`config.mk`:
```
export PLATFORM = sky130hd
export DESIGN_NAME = cvsd_speech_decoder
export DESIGN_NICKNAME = d
export VERILOG_FILES = /design/src/design/cvsd_pkg.sv /design/src/design/cvsd_level.sv /design/src/design/cvsd_core.sv /design/src/design/cvsd_speech_decoder.sv
export VERILOG_INCLUDE_DIRS = /design/src /design/src/design
export SDC_FILE = /design/constraint.sdc
export NUM_CORES = 1
export LEC_CHECK = 0
export ABC_CLOCK_PERIOD_IN_PS = 23000
export BUFFER_PORTS_ARGS = -buffer_cell sky130_fd_sc_hd__buf_2
export CAP_MARGIN = 15
export CORE_MARGIN = 2
export CORE_UTILIZATION = 40
export CTS_CLUSTER_SIZE = 10
export DETAILED_ROUTE_END_ITERATION = 6
export HOLD_SLACK_MARGIN = 0.12
export SYNTH_ARGS = -nofsm -noshare
export SYNTH_HDL_FRONTEND = slang
export SYNTH_SLANG_ARGS = --single-unit
```
`constraint.sdc`:
```
create_clock -name clk_i -period 23 [get_ports clk_i]
set_clock_uncertainty 0.1 [all_clocks]
set_input_delay 2.3 -clock clk_i [delete_from_list [all_inputs] [get_ports clk_i]]
set_output_delay 2.3 -clock clk_i [all_outputs]
set_load 0.005 [all_outputs]
```
`src/design/cvsd_speech_decoder_assert.svh`:
```
// ----------------------------------------------------------------------------
// cvsd speech decoder assertion macros
// concurrent assertion wrappers clocked on clk_i, disabled while rst_ni is low
// ----------------------------------------------------------------------------
`ifndef CVSD_SPEECH_DECODER_ASSERT_SVH
`define CVSD_SPEECH_DECODER_ASSERT_SVH
`ifndef ASSERT_OFF
`define CVSD_ASSERT(lbl, prop) \
  lbl: assert property (@(posedge clk_i) disable iff (!rst_ni) prop) \
    else $error("cvsd assertion failed");
`define CVSD_ASSERT_NEXT(lbl, pre, post) \
  `CVSD_ASSERT(lbl, (pre) |=> (post))
`else
`define CVSD_ASSERT(lbl, prop)
`define CVSD_ASSERT_NEXT(lbl, pre, post)
`endif
`endif

```
`src/design/cvsd_pkg.sv`:
```
// ----------------------------------------------------------------------------
// cvsd package
// shared widths, codes, item types and the adaptive step table
// ----------------------------------------------------------------------------
package cvsd_pkg;

  localparam int TimeWidthDefault = 32;
  localparam int NowW             = 32;
  localparam int SampleW          = 8;
  localparam int LevelW           = 7;
  localparam int GainW            = 8;
  localparam int IdleLimitW       = 32;
  localparam int StepW            = 6;
  localparam int AccW             = 11;
  localparam int HistW            = 3;
  localparam int CfgIdxW          = 1;
  localparam int CfgDataW         = 32;

  localparam logic [StepW-1:0]      StepMax        = 6'd63;
  localparam logic [StepW-1:0]      StepSkipFrom   = 6'd12;
  localparam logic signed [AccW-1:0] AccMax        = 11'sd1023;
  localparam logic signed [AccW-1:0] AccMin        = -11'sd1024;
  localparam logic [IdleLimitW-1:0] IdleLimitReset = 32'd50000;

  typedef enum logic [1:0] {
    CMD_DATA       = 2'd0,
    CMD_CLOCK      = 2'd1,
    CMD_DATA_CLOCK = 2'd2
  } cvsd_cmd_e;

  typedef enum logic [CfgIdxW-1:0] {
    CFG_GAIN       = 1'b0,
    CFG_IDLE_LIMIT = 1'b1
  } cvsd_cfg_e;

  typedef struct packed {
    cvsd_cmd_e         cmd;
    logic              bit_value;
    logic [NowW-1:0]   now;
  } cvsd_item_t;

  typedef struct packed {
    logic               emit;
    logic [SampleW-1:0] sample_byte;
  } cvsd_core_t;

  function automatic logic [StepW-1:0] step_size(input logic [StepW-1:0] idx);
    logic [StepW-1:0] val;
    case (idx) inside
      [6'd0:6'd15]:  val = {1'b0, idx[3:0], 1'b1};
      6'd16:         val = 6'd33;
      6'd17:         val = 6'd34;
      6'd18:         val = 6'd36;
      6'd19:         val = 6'd37;
      6'd20:         val = 6'd39;
      6'd21:         val = 6'd40;
      [6'd22:6'd31]: val = idx + 6'd19;
      6'd32:         val = 6'd51;
      6'd33:         val = 6'd52;
      6'd34, 6'd35:  val = 6'd53;
      6'd36, 6'd37:  val = 6'd54;
      [6'd38:6'd40]: val = 6'd55;
      [6'd41:6'd45]: val = 6'd56;
      [6'd46:6'd51]: val = 6'd57;
      [6'd52:6'd56]: val = 6'd58;
      default:       val = 6'd59;
    endcase
    return val;
  endfunction

endpackage

```
`src/design/cvsd_level.sv`:
```
// ----------------------------------------------------------------------------
// cvsd output level
// gain-scaled level: min(s*k*32767/255, 32767) >> 8 with k = 1 + gain/16
// ----------------------------------------------------------------------------
module cvsd_level (
  input  logic [cvsd_pkg::SampleW-1:0] sample_i,
  input  logic [cvsd_pkg::GainW-1:0]   gain_i,
  output logic [cvsd_pkg::LevelW-1:0]  level_o
);
  import cvsd_pkg::*;

  logic [4:0]  k;
  logic [12:0] prod;
  logic [22:0] scaled;
  logic [14:0] coarse;
  logic [14:0] rounded;

  // divide by 65280 as a shift by 8 then a divide by 255 via reciprocal
  always_comb begin
    k       = 5'd1 + {1'b0, gain_i[7:4]};
    prod    = 13'(sample_i) * 13'(k);
    scaled  = {prod[7:0], 15'd0} - 23'(prod[7:0]);
    coarse  = scaled[22:8];
    rounded = coarse + 15'd1 + 15'(coarse[14:8]);
    if (prod >= 13'd255) begin
      level_o = '1;
    end else begin
      level_o = rounded[14:8];
    end
  end

endmodule

```
`src/design/cvsd_core.sv`:
```
// ----------------------------------------------------------------------------
// cvsd decode core
// decoder state, idle check and one decode per rising clock write
// ----------------------------------------------------------------------------
`include "cvsd_speech_decoder_assert.svh"

module cvsd_core #(
  parameter int TIME_WIDTH = cvsd_pkg::TimeWidthDefault
) (
  input  logic                             clk_i,
  input  logic                             rst_ni,
  input  logic                             fire_i,
  input  cvsd_pkg::cvsd_item_t             item_i,
  input  logic [cvsd_pkg::IdleLimitW-1:0]  idle_limit_i,
  output cvsd_pkg::cvsd_core_t             core_o
);
  import cvsd_pkg::*;

  localparam int ExtW = (TIME_WIDTH > IdleLimitW) ? TIME_WIDTH : IdleLimitW;

  logic                   held_q, held_d;
  logic [StepW-1:0]       step_q, step_d;
  logic [HistW-1:0]       hist_q, hist_d;
  logic [TIME_WIDTH-1:0]  last_q, last_d;
  logic signed [AccW-1:0] acc_q, acc_d;

  logic                   is_clk, rise, idle;
  logic [ExtW-1:0]        now_ext;
  logic [TIME_WIDTH-1:0]  now_t, elapsed;
  logic [StepW-1:0]       step_base, step_new, delta;
  logic signed [AccW-1:0] acc_base, acc_new, acc_adj, quot;
  logic signed [AccW:0]   sum;
  logic [HistW-1:0]       hist_new;

  always_comb begin
    held_d = held_q;
    is_clk = 1'b0;
    rise   = 1'b0;
    case (item_i.cmd)
      CMD_DATA: begin
        held_d = item_i.bit_value;
      end
      CMD_CLOCK: begin
        is_clk = 1'b1;
        rise   = item_i.bit_value;
      end
      CMD_DATA_CLOCK: begin
        held_d = item_i.bit_value;
        is_clk = 1'b1;
        rise   = 1'b1;
      end
      default: ;
    endcase

    now_ext   = ExtW'(item_i.now);
    now_t     = now_ext[TIME_WIDTH-1:0];
    elapsed   = now_t - last_q;
    idle      = is_clk && (ExtW'(elapsed) > ExtW'(idle_limit_i));
    step_base = idle ? '0 : step_q;
    acc_base  = idle ? '0 : acc_q;

    hist_new = {hist_q[HistW-2:0], held_d};
    delta    = step_size(step_base);
    if (held_d) begin
      sum = {acc_base[AccW-1], acc_base} + $signed({{(AccW+1-StepW){1'b0}}, delta});
    end else begin
      sum = {acc_base[AccW-1], acc_base} - $signed({{(AccW+1-StepW){1'b0}}, delta});
    end
    if (sum[AccW] != sum[AccW-1]) begin
      acc_new = sum[AccW] ? AccMin : AccMax;
    end else begin
      acc_new = sum[AccW-1:0];
    end

    // a run of three equal bits grows the step, anything else shrinks it unless it is 0 or 12
    if (hist_new == '1 || hist_new == '0) begin
      step_new = (step_base == StepMax) ? StepMax : step_base + 6'd1;
    end else if (step_base == '0 || step_base == StepSkipFrom) begin
      step_new = step_base;
    end else begin
      step_new = step_base - 6'd1;
    end

    // divide by eight rounding toward zero
    acc_adj = acc_new + (acc_new[AccW-1] ? 11'sd7 : 11'sd0);
    quot    = acc_adj >>> 3;

    step_d = step_q;
    acc_d  = acc_q;
    hist_d = hist_q;
    last_d = last_q;
    if (is_clk) begin
      step_d = rise ? step_new : step_base;
      acc_d  = rise ? acc_new : acc_base;
    end
    if (rise) begin
      hist_d = hist_new;
      last_d = now_t;
    end

    core_o.emit        = rise;
    core_o.sample_byte = quot[SampleW-1:0] ^ 8'h80;
  end

  always_ff @(posedge clk_i or negedge rst_ni) begin
    if (!rst_ni) begin
      held_q <= 1'b0;
      step_q <= '0;
      hist_q <= '0;
      last_q <= '0;
      acc_q  <= '0;
    end else if (fire_i) begin
      held_q <= held_d;
      step_q <= step_d;
      hist_q <= hist_d;
      last_q <= last_d;
      acc_q  <= acc_d;
    end
  end

  `CVSD_ASSERT_NEXT(a_idle_fall_clears, fire_i && idle && !rise, step_q == '0 && acc_q == '0)
  `CVSD_ASSERT_NEXT(a_no_edge_holds, fire_i && !rise, $stable(hist_q) && $stable(last_q))
  `CVSD_ASSERT_NEXT(a_skip_eleven, fire_i && rise && hist_new != '1 && hist_new != '0, step_q != 6'd11)

endmodule

```
`src/design/cvsd_speech_decoder.sv`:
```
// ----------------------------------------------------------------------------
// cvsd speech decoder
// bit-serial continuously variable slope delta decoder with gain-scaled level
// ----------------------------------------------------------------------------
// usage: writes arrive on the s_axis channel, tuser carries the command
// (data write, clock write, data write then rising clock) and tdata the bit
// and the current time count. each rising clock write yields one transaction
// on m_axis with the offset-binary sample and its gain-scaled level; other
// writes update state and yield nothing.
// an accepted write waits in the input register; its result is then loaded into the result register.
// throughput: one write per cycle unless a result waits on a stalled m_axis,
// set by the single decode pass between the input register and the result register.
// configuration (gain, idle limit) goes through the cfg channel, which is
// always ready; write it only while no transaction is in flight.
// reset clears all decoder state, gain to 0 and idle limit to 50000.
// a stalled m_axis holds its result; writes that yield no result keep
// flowing, and a write that yields one waits only while the result register
// is full and not being taken.
// ----------------------------------------------------------------------------
`include "cvsd_speech_decoder_assert.svh"

module cvsd_speech_decoder #(
  parameter int TIME_WIDTH = cvsd_pkg::TimeWidthDefault
) (
  input  logic                           clk_i,
  input  logic                           rst_ni,
  input  logic                           s_axis_tvalid,
  output logic                           s_axis_tready,
  input  logic [39:0]                    s_axis_tdata,   // bit_value, now[31:0]
  input  logic [1:0]                     s_axis_tuser,   // cmd
  output logic                           m_axis_tvalid,
  input  logic                           m_axis_tready,
  output logic [15:0]                    m_axis_tdata,   // sample_byte, level
  input  logic                           cfg_valid_i,
  output logic                           cfg_ready_o,
  input  logic [cvsd_pkg::CfgIdxW-1:0]   cfg_index_i,
  input  logic [cvsd_pkg::CfgDataW-1:0]  cfg_data_i
);
  import cvsd_pkg::*;

  logic                    in_valid_q;
  cvsd_item_t              in_item_q;
  logic                    out_valid_q, out_valid_d;
  logic [SampleW-1:0]      out_sample_q;
  logic [LevelW-1:0]       out_level_q;
  logic [GainW-1:0]        gain_q;
  logic [IdleLimitW-1:0]   idle_limit_q;
  logic                    advance;
  cvsd_core_t              core;
  logic [LevelW-1:0]       level;

  assign advance       = in_valid_q && (!core.emit || !out_valid_q || m_axis_tready);
  assign s_axis_tready = !in_valid_q || advance;
  assign cfg_ready_o   = 1'b1;

  cvsd_core #(
    .TIME_WIDTH (TIME_WIDTH)
  ) u_core (
    .clk_i        (clk_i),
    .rst_ni       (rst_ni),
    .fire_i       (advance),
    .item_i       (in_item_q),
    .idle_limit_i (idle_limit_q),
    .core_o       (core)
  );

  cvsd_level u_level (
    .sample_i (core.sample_byte),
    .gain_i   (gain_q),
    .level_o  (level)
  );

  always_ff @(posedge clk_i or negedge rst_ni) begin
    if (!rst_ni) begin
      gain_q       <= '0;
      idle_limit_q <= IdleLimitReset;
    end else if (cfg_valid_i) begin
      unique case (cvsd_cfg_e'(cfg_index_i))
        CFG_GAIN:       gain_q       <= cfg_data_i[GainW-1:0];
        CFG_IDLE_LIMIT: idle_limit_q <= cfg_data_i[IdleLimitW-1:0];
        default: ;
      endcase
    end
  end

  always_ff @(posedge clk_i or negedge rst_ni) begin
    if (!rst_ni) begin
      in_valid_q <= 1'b0;
    end else if (s_axis_tready) begin
      in_valid_q <= s_axis_tvalid;
    end
  end

  always_ff @(posedge clk_i) begin
    if (s_axis_tready && s_axis_tvalid) begin
      in_item_q.cmd       <= cvsd_cmd_e'(s_axis_tuser);
      in_item_q.bit_value <= s_axis_tdata[0];
      in_item_q.now       <= s_axis_tdata[NowW:1];
    end
  end

  always_comb begin
    out_valid_d = out_valid_q;
    if (advance && core.emit) begin
      out_valid_d = 1'b1;
    end else if (m_axis_tready) begin
      out_valid_d = 1'b0;
    end
  end

  always_ff @(posedge clk_i or negedge rst_ni) begin
    if (!rst_ni) begin
      out_valid_q <= 1'b0;
    end else begin
      out_valid_q <= out_valid_d;
    end
  end

  always_ff @(posedge clk_i) begin
    if (advance && core.emit) begin
      out_sample_q <= core.sample_byte;
      out_level_q  <= level;
    end
  end

  assign m_axis_tvalid = out_valid_q;
  assign m_axis_tdata  = {1'b0, out_level_q, out_sample_q};

  `CVSD_ASSERT(a_out_load, $rose(m_axis_tvalid) |-> $past(advance))
  `CVSD_ASSERT_NEXT(a_in_hold, in_valid_q && !advance, in_valid_q && $stable(in_item_q))
  `CVSD_ASSERT_NEXT(a_out_hold, m_axis_tvalid && !m_axis_tready, m_axis_tvalid && $stable(m_axis_tdata))

endmodule

```
==> results of run 1 <==
[per-layer routing]
| metal | up-vias | part of all wire (%) | wire, µm | track usage [%] |
|---|---|---|---|---|
| li1 | 4464 | - | - | - |
| met1 | 4163 | 48 | 12000 | 24.6 |
| met2 | 192 | 47 | 11800 | 30.9 |
| met3 | 28 | 4.3 | 1070 | 2.59 |
| met4 | 2 | 1.4 | 340 | 5.24 |
| met5 | - | 0.052 | 13 | 0 |
[cells by family (layout without fill, tap and decap cells)]
logic type,Yosys count,count (layout)
flops,140,140
fa+ha+maj,135,135
compound gates,331,331
other cells,2,3
xor+xnor,55,55
mux,42,42
buf+inv,163,255
simple gates,355,355
[worst reg2reg max path: cells and delay by family, from the launching register on]
| kind | cells | cell delay, ns |
|---|---|---|
| compound gates | 26 | 6.26 |
| xor+xnor | 5 | 0.99 |
| simple gates | 21 | 4.97 |
| buf+inv | 6 | 0.67 |
| flops | 1 | 0.36 |
| fa+ha+maj | 12 | 4.34 |
[metrics by stage]
step	instance area, µm²	util [%]	instances	hold WS (ns)
2_1_floorplan	11000	-	1223	0.330
4_1_cts	12300	45.7	1656	0.370
5_1_grt	12300	45.7	1656	0.399
3_5_place_dp	11800	43.6	1624	0.357
3_3_place_gp	11800	43.6	1624	0.347
6_report	12300	45.7	1657	0.362
[state kept, by name (all words and copies together) (netlist names)]
signal	flops
out_sample_q	8
u_core.held_q	1
in_item_q	35
idle_limit_q	32
gain_q	4
out_level_q	7
u_core.last_q	32
u_core.acc_q	11
in_valid_q	1
u_core.hist_q	2
u_core.step_q	6
m_axis_tvalid	1
[final cells by class]
| type | count | area share [%] |
|---|---|---|
| Multi-Input combinational cell | 920 | 53.5 |
| Timing Repair Buffer | 94 | 3.94 |
| Inverter | 129 | 3.95 |
| Sequential cell | 140 | 30.5 |
| Tap cell | 341 | 3.46 |
| Antenna cell | 1 | 0.0203 |
| Clock inverter | 12 | 0.853 |
| Clock buffer | 20 | 3.72 |
[worst paths after layout]
path,start,endpoint,cells past startpoint
max,in_item_q[0]$_DFFE_PP_,out_level_q[3]$_SDFFCE_PP1P_,70
min,u_core.acc_q[9]$_DFFE_PN0P_,u_core.acc_q[9]$_DFFE_PN0P_,2
min in group asynchronous,rst_ni,u_core.last_q[28]$_DFFE_PN0P_,1
min reg2reg,u_core.acc_q[9]$_DFFE_PN0P_,u_core.acc_q[9]$_DFFE_PN0P_,2
max reg2reg,in_item_q[0]$_DFFE_PP_,out_level_q[3]$_SDFFCE_PP1P_,70
max in group asynchronous,rst_ni,m_axis_tvalid$_DFFE_PN0P_,2
[cells in the mapped netlist, drive strengths merged (20+ instances only)]
cell type / instances
a21o: 22
a21oi: 81
and2: 28
clkbuf: 26
dfrtp: 84
edfxtp: 50
fa: 20
ha: 112
inv: 128
mux2: 40
nand2: 134
nand3: 22
nor2: 80
o21ai: 111
xnor2: 39
==> flow_metrics.env, run 1 <==
export IMPL_fp_row_count=60
export IMPL_synth_seq_cells=140
export IMPL_syn_cell_area_um2=11000
export IMPL_synth_xor_area_share_pct=4.73
export IMPL_numCtsBuffers=17
export IMPL_synthArstFlopShare_pct=64.3
export IMPL_max_cap_viol_count=0
export IMPL_synth_edf_count=50
export IMPL_setup_viol=0
export IMPL_yosysTopAreaCell="dfrtp_1"
export IMPL_final_common_cell="nand2_1"
export IMPL_synth_top_area_share_pct=19.1
export IMPL_max_stage_delay_ns=0.71
export IMPL_slew_headroom_pct=41.6
export IMPL_tightestPinTransition_ns=0.876
export IMPL_synth_top_family_by_area="compound AO/OA/AOI/OAI gates"
export IMPL_port_buffers=89
export IMPL_worstHoldPathType="reg -> reg"
export IMPL_wl_mm=25.2
export IMPL_worstSetupPathType="reg -> reg"
export IMPL_path_max_fanout=31
export IMPL_cpMaxStageDelayCell="a21oi_1"
export IMPL_hold_viol=0
export IMPL_cp_start_kind="flip-flop"
export IMPL_grt_pass1_wl_mm=42.7
export IMPL_path_delay_family="compound AO/OA/AOI/OAI gates"
export IMPL_root_buffer="clkbuf_16"
export IMPL_place_congestion=0.875
export IMPL_register_area_um2=3760
export IMPL_layout_setup_ws_ns=5.04
export IMPL_post_cts_resized=0
export IMPL_clock_sinks=140
export IMPL_synth_compound_area_share_pct=19.0
export IMPL_layout_drive_gt1_share_pct=14.9
export IMPL_die_area_um2=28800
export IMPL_synthCells=1223
export IMPL_finalSetupTns_ns=0
export IMPL_cts_setup_buffers=0
export IMPL_mostFrequentLayoutCells="nand2_1 (134), inv_1 (126), ha_1 (112)"
export IMPL_finalCriticalPeriod_ns=17.96
export IMPL_start_util_pct=40.7
export IMPL_synth_net_count=1435
export IMPL_hpwlAfterDp_mm=19.1
export IMPL_yosys_area_share_simple_pct=15.3
export IMPL_clkLatencyLatePin_ns=0.44
export IMPL_ant_nets=0
export IMPL_cts_path_max_buffers=2
export IMPL_grt_usage_pct=18.3
export IMPL_synthMuxAreaShare_pct=4.28
export IMPL_dieHeight_um=170
export IMPL_worstPathArrival_ns=18.01
export IMPL_crit_buf_inv=6
export IMPL_yosysUniqueCellTypes=73
export IMPL_crit_required_ns=23.05
export IMPL_vias=8849
export IMPL_drc_errors=0
export IMPL_status="complete, no violations"
export IMPL_holdBufCountCts=0
export IMPL_grt_overflow_total=0
export IMPL_grt_pass1_vias=8865
export IMPL_die_x_um=170
export IMPL_num_fill_cells=2609
export IMPL_core_um2=27000
export IMPL_final_nets=1514
export IMPL_antenna_found_initial=2
export IMPL_slew_viol_final=0
export IMPL_drt_iter0_drc=497
export IMPL_r2r_slack_ns=5.04
export IMPL_grt_start_max_net_pins=71
export IMPL_synth_area_top_cells="dfrtp_1 (19%), edfxtp_1 (14%), ha_1 (13%), o21ai_0 (5.0%), nand2_1 (4.6%)"
export IMPL_detail_route_vias_per_cell=5.34
export IMPL_yosysSeqAreaShare_pct=34.3
export IMPL_period_share_pct=78.1
export IMPL_cpMostUsedCell="ha_1"
export IMPL_syn_area_per_cell_um2=8.98
export IMPL_synth_flop_cell="dfrtp_1"
export IMPL_htree_levels=4
export IMPL_io_pins=99
export IMPL_rsz0062_at_grt="false"
export IMPL_clock_fmax_ghz=0.0557
export IMPL_wl_per_cell_um=15.2
export IMPL_firstDrtPassIters=6
export IMPL_cts_tree="done"
export IMPL_endpoint_kind="flip-flop"
export IMPL_post_place_ws_ns=5.17
export IMPL_synthAdderAreaFrac_pct=16.7
export IMPL_synth_warnings=0
export IMPL_multiInputGateArea_um2=6600
export IMPL_area_growth_pct=12.2
export IMPL_clkSlewWorstSetupHoldPaths_ns=0.06
Power of run 1 is left out: the tool's default activity adds up to more than one toggle a clock period on the data nets, which glitch-free logic cannot reach.
==> run 2: changes to the inputs <==
- ABC_CLOCK_PERIOD_IN_PS: 23000 -> 15400
- clock period: 23 -> 15.4 ns (I/O delays scaled with it)
==> run 2 against run 1 <==
Critical path depth is 6 higher. Sequential cell count stayed put. Register-to-register slack worse by 4.2 ns. Routed wire length is 6.6% higher. First-iteration DRC count is 0.80% higher.
==> flow_metrics.env, run 2 (synthesis gave the netlist of run 1 again) <==
export IMPL_cp_start_kind="flip-flop"
export IMPL_mostFrequentLayoutCells="nand2_1 (131), inv_1 (125), buf_4 (109)"
export IMPL_die_x_um=170
export IMPL_cpMaxStageDelayCell="or4_4"
export IMPL_grt_usage_pct=18.7
export IMPL_endpoint_kind="flip-flop"
export IMPL_path_delay_family="compound AO/OA/AOI/OAI gates"
export IMPL_antenna_found_initial=2
export IMPL_hold_viol=0
export IMPL_setup_viol=0
export IMPL_final_nets=1620
export IMPL_cts_tree="done"
export IMPL_vias=9316
export IMPL_wl_mm=26.8
export IMPL_core_um2=27000
export IMPL_max_stage_delay_ns=0.61
export IMPL_grt_overflow_total=0
export IMPL_period_share_pct=94.9
export IMPL_dieHeight_um=170
export IMPL_detail_route_vias_per_cell=5.28
export IMPL_worstSetupPathType="reg -> reg"
export IMPL_clock_fmax_ghz=0.0684
export IMPL_die_area_um2=28800
export IMPL_numCtsBuffers=17
export IMPL_ant_nets=0
export IMPL_crit_buf_inv=10
export IMPL_holdBufCountCts=0
export IMPL_firstDrtPassIters=5
export IMPL_port_buffers=89
export IMPL_drc_errors=0
export IMPL_post_place_ws_ns=-0.209
export IMPL_clkLatencyLatePin_ns=0.43
export IMPL_fp_row_count=60
export IMPL_grt_pass1_wl_mm=43.6
export IMPL_largestRegisters="in_item_q (35), idle_limit_q (32), u_core.last_q (32)"
export IMPL_num_fill_cells=2524
export IMPL_place_congestion=0.876
export IMPL_area_growth_pct=22.3
export IMPL_layout_drive_gt1_share_pct=24.8
export IMPL_path_max_fanout=4
export IMPL_htree_levels=4
export IMPL_worstHoldPathType="reg -> reg"
export IMPL_worstPathArrival_ns=14.68
export IMPL_cts_path_max_buffers=2
export IMPL_finalCriticalPeriod_ns=14.61
export IMPL_postLayoutCoreUtil_pct=49.8
export IMPL_hold_ws_ns=0.363
export IMPL_drt_iter0_drc=501
export IMPL_slew_viol_final=0
export IMPL_tightestPinTransition_ns=0.932
export IMPL_clock_sinks=140
export IMPL_io_pins=99
export IMPL_final_common_cell="nand2_1"
export IMPL_status="complete, no violations"
export IMPL_grt_start_max_net_pins=92
export IMPL_hpwlAfterDp_mm=19.5
export IMPL_slew_headroom_pct=37.9
export IMPL_layout_setup_ws_ns=0.790
export IMPL_max_cap_viol_count=0
export IMPL_wl_per_cell_um=15.2
export IMPL_start_util_pct=40.7
export IMPL_clkSlewWorstSetupHoldPaths_ns=0.07
export IMPL_grt_pass1_vias=9012
export IMPL_root_buffer="clkbuf_16"
export IMPL_crit_required_ns=15.47
export IMPL_finalSetupTns_ns=0
export IMPL_largest_reg_flops=35
export IMPL_largest_register="in_item_q"
==> run 2: cell types whose count changed in the layout (fill, tap and decap cells not counted), moves of 5 or more <==
| cell | previous run | this run |
|---|---|---|
| a21oi_1 | 80 | 70 |
| nor2_1 | 80 | 74 |
| nor2_2 | 0 | 5 |
| ha_1 | 112 | 106 |
| a21oi_2 | 1 | 8 |
| o21ai_0 | 109 | 92 |
| buf_4 | 6 | 109 |
| o21ai_1 | 0 | 15 |
==> run 2: stage by stage <==
| stage | instance area, µm² | std cells |
|---|---|---|
| finish | 13400 | 1763 |
| global route | 13400 | 1762 |
| CTS | 13100 | 1752 |
| detailed placement | 12400 | 1711 |
| global placement | 12400 | 1711 |
| floorplan | 11000 | 1223 |
==> run 2: path summary, 6_finish.rpt <==
| path | start | to | slack (ns) | cells after the start |
|---|---|---|---|---|
| worst max-delay path | in_item_q[0]$_DFFE_PP_ | out_level_q[0]$_SDFFCE_PP1P_ | 0.79 | 76 |
| worst min-delay path | u_core.acc_q[9]$_DFFE_PN0P_ | u_core.acc_q[9]$_DFFE_PN0P_ | 0.36 | 2 |
| worst max register to register | in_item_q[0]$_DFFE_PP_ | out_level_q[0]$_SDFFCE_PP1P_ | 0.79 | 76 |
| worst min register to register | u_core.acc_q[9]$_DFFE_PN0P_ | u_core.acc_q[9]$_DFFE_PN0P_ | 0.36 | 2 |
| max in group asynchronous | rst_ni | u_core.last_q[1]$_DFFE_PN0P_ | 13.06 | 2 |
| min in group asynchronous | rst_ni | u_core.last_q[31]$_DFFE_PN0P_ | 1.00 | 1 |
==> run 2: final cells by class <==
class / instances / area (µm²) / share of cell area (%)
sequential: 140 / 3760 / 28.0
clock inverter: 11 / 110 / 0.820
multi-input combinational: 920 / 6890 / 51.3
timing repair buffer: 200 / 1290 / 9.63
antenna: 1 / 2.50 / 0.0186
inverter: 129 / 487 / 3.62
clock buffer: 21 / 460 / 3.43
tap: 341 / 427 / 3.18
==> run 2: timing repair <==
item / CTS / global route
pin swaps: 6 / 46
gates resized for setup: 12 / 71
endpoints found under the setup margin: 6 / 7
buffers inserted: 9 / 10
==> run 2: routing by layer <==
metal / vias to the layer above / share of wire [%] / GRT usage [%]
met5: - / 0.041 / 0
met4: 2 / 1.2 / 4.50
met3: 27 / 4.0 / 3.03
met2: 197 / 48 / 31.9
met1: 4400 / 47 / 25.0
li1: 4690 / - / -
==> run 2: worst reg2reg max path, delay by kind of cell (launching register included) <==
family | cells | cell delay [ns]
simple gates | 21 | 3.44
xor+xnor | 5 | 0.98
buf+inv | 10 | 1.09
compound gates | 28 | 4.47
fa+ha+maj | 12 | 3.92
flops | 1 | 0.36
Power of run 2 is left out for the same reason.
==> run 3: changes to the inputs <==
- HOLD_SLACK_MARGIN: 0.12 -> default
- MAX_ROUTING_LAYER: default -> met4
==> run 3 against run 2 <==
Core utilization barely moved. Register-to-register slack got worse by 0.07 ns. Global-route usage rose by 0.87 points. Final area barely moved. Critical path type unchanged. Critical endpoint unchanged. Largest cell class unchanged.
==> flow_metrics.env, run 3 (synthesis gave the netlist of run 1 again) <==
export IMPL_status="complete, no violations"
export IMPL_grt_start_max_net_pins=92
export IMPL_wl_per_cell_um=15.3
export IMPL_drc_errors=0
export IMPL_placed_area_um2=12400
export IMPL_worstPathArrival_ns=14.75
export IMPL_clkSlewWorstSetupHoldPaths_ns=0.07
export IMPL_worstHoldPathType="reg -> reg"
export IMPL_wl_mm=26.8
export IMPL_grt_overflow_total=0
export IMPL_holdBufCountCts=0
export IMPL_cpMaxStageDelayCell="or4_4"
export IMPL_slew_viol_final=0
export IMPL_numCtsBuffers=17
export IMPL_final_common_cell="nand2_1"
export IMPL_largest_register="in_item_q"
export IMPL_clock_fmax_ghz=0.0681
export IMPL_clock_sinks=140
export IMPL_hold_ws_ns=0.364
export IMPL_htree_levels=4
export IMPL_dieHeight_um=170
export IMPL_path_max_fanout=4
export IMPL_detail_route_vias_per_cell=5.30
export IMPL_worstSetupPathType="reg -> reg"
export IMPL_clkLatencyLatePin_ns=0.43
export IMPL_largestRegisters="in_item_q (35), idle_limit_q (32), u_core.last_q (32)"
export IMPL_root_buffer="clkbuf_16"
export IMPL_vias=9292
export IMPL_final_nets=1608
export IMPL_ant_nets=0
export IMPL_grt_pass1_wl_mm=44.4
export IMPL_max_stage_delay_ns=0.58
export IMPL_layout_drive_gt1_share_pct=25.2
export IMPL_fp_row_count=60
export IMPL_setup_viol=0
export IMPL_hold_viol=0
export IMPL_cp_start_kind="flip-flop"
export IMPL_drt_iter0_drc=565
export IMPL_period_share_pct=95.3
export IMPL_grt_usage_pct=19.6
export IMPL_max_cap_viol_count=0
export IMPL_finalCriticalPeriod_ns=14.68
export IMPL_firstDrtPassIters=5
export IMPL_die_area_um2=28800
export IMPL_cts_tree="done"
export IMPL_slew_headroom_pct=37.3
export IMPL_crit_required_ns=15.47
export IMPL_io_pins=99
export IMPL_die_x_um=170
export IMPL_port_buffers=89
export IMPL_mostFrequentLayoutCells="nand2_1 (131), inv_1 (125), ha_1 (102)"
export IMPL_grt_pass1_vias=9102
export IMPL_cts_path_max_buffers=2
export IMPL_area_growth_pct=22.4
export IMPL_antenna_found_initial=2
export IMPL_core_um2=27000
export IMPL_hpwlAfterDp_mm=19.7
export IMPL_start_util_pct=40.7
export IMPL_largest_reg_flops=35
export IMPL_tightestPinTransition_ns=0.940
export IMPL_fin_area_um2=13400
export IMPL_endpoint_kind="flip-flop"
export IMPL_place_congestion=0.894
-- run 3: cell types whose count changed in the layout (fill, tap and decap cells not counted), sizes merged --
cell / before / now
diode: 1 / 2
clkinvlp: 3 / 1
inv: 132 / 133
bufinv: 1 / 3
clkbuf: 21 / 20
buf: 200 / 188
-- run 3: worst max-delay path, delay by kind of cell, from the launching register on --
family,cells,cell delay (ns)
compound gates,25,4.12
fa+ha+maj,12,3.96
simple gates,21,3.38
buf+inv,12,1.29
xor+xnor,6,1.17
flops,1,0.36
-- run 3: layout make-up --
cell class,instances,area [µm²]
repair buffers,188,1200
clock buffers,20,437
well taps,341,427
diodes,2,5.00
fillers,2509,13500
multi-input cells,920,6960
clock inverters,12,160
flip-flops and latches,140,3760
inverters,129,487
-- run 3: timing repair --
action                     CTS  global route
pin swaps                    5            50
buffers inserted             3             8
setup endpoints to repair    6             7
gates resized for setup      8            91
-- run 3: per-stage QoR --
stage               TNS (ns)  cells  setup slack (ns)  util, %
floorplan                  0   1223            0.0359        -
global placement     -0.0284   1707           -0.0284     45.9
detailed placement    -0.670   1707            -0.203     45.9
CTS                        0   1742            0.0287     48.4
global route          -0.449   1752            -0.118     49.9
finish                     0   1752             0.718     49.9
-- run 3: path summary, 6_finish.rpt --
path | startpoint | end | slack, ns | depth (start not counted)
min reg2reg | u_core.acc_q[5]$_DFFE_PN0P_ | u_core.acc_q[5]$_DFFE_PN0P_ | 0.36 | 2
min in group asynchronous | rst_ni | u_core.last_q[31]$_DFFE_PN0P_ | 1.00 | 1
max | in_item_q[0]$_DFFE_PP_ | out_level_q[0]$_SDFFCE_PP1P_ | 0.72 | 76
max reg2reg | in_item_q[0]$_DFFE_PP_ | out_level_q[0]$_SDFFCE_PP1P_ | 0.72 | 76
min | u_core.acc_q[5]$_DFFE_PN0P_ | u_core.acc_q[5]$_DFFE_PN0P_ | 0.36 | 2
max in group asynchronous | rst_ni | u_core.hist_q[0]$_DFFE_PN0P_ | 13.07 | 2
-- run 3: routing by layer --
metal	wire [µm]	vias to the layer above	share of wire, %	track usage [%]
li1	-	4663	-	-
met3	970	26	3.6	2.80
met5	0	-	0	-
met2	12600	213	47	32.3
met1	12800	4390	48	25.7
met4	370	0	1.4	4.35
Power of run 3 is left out for the same reason.
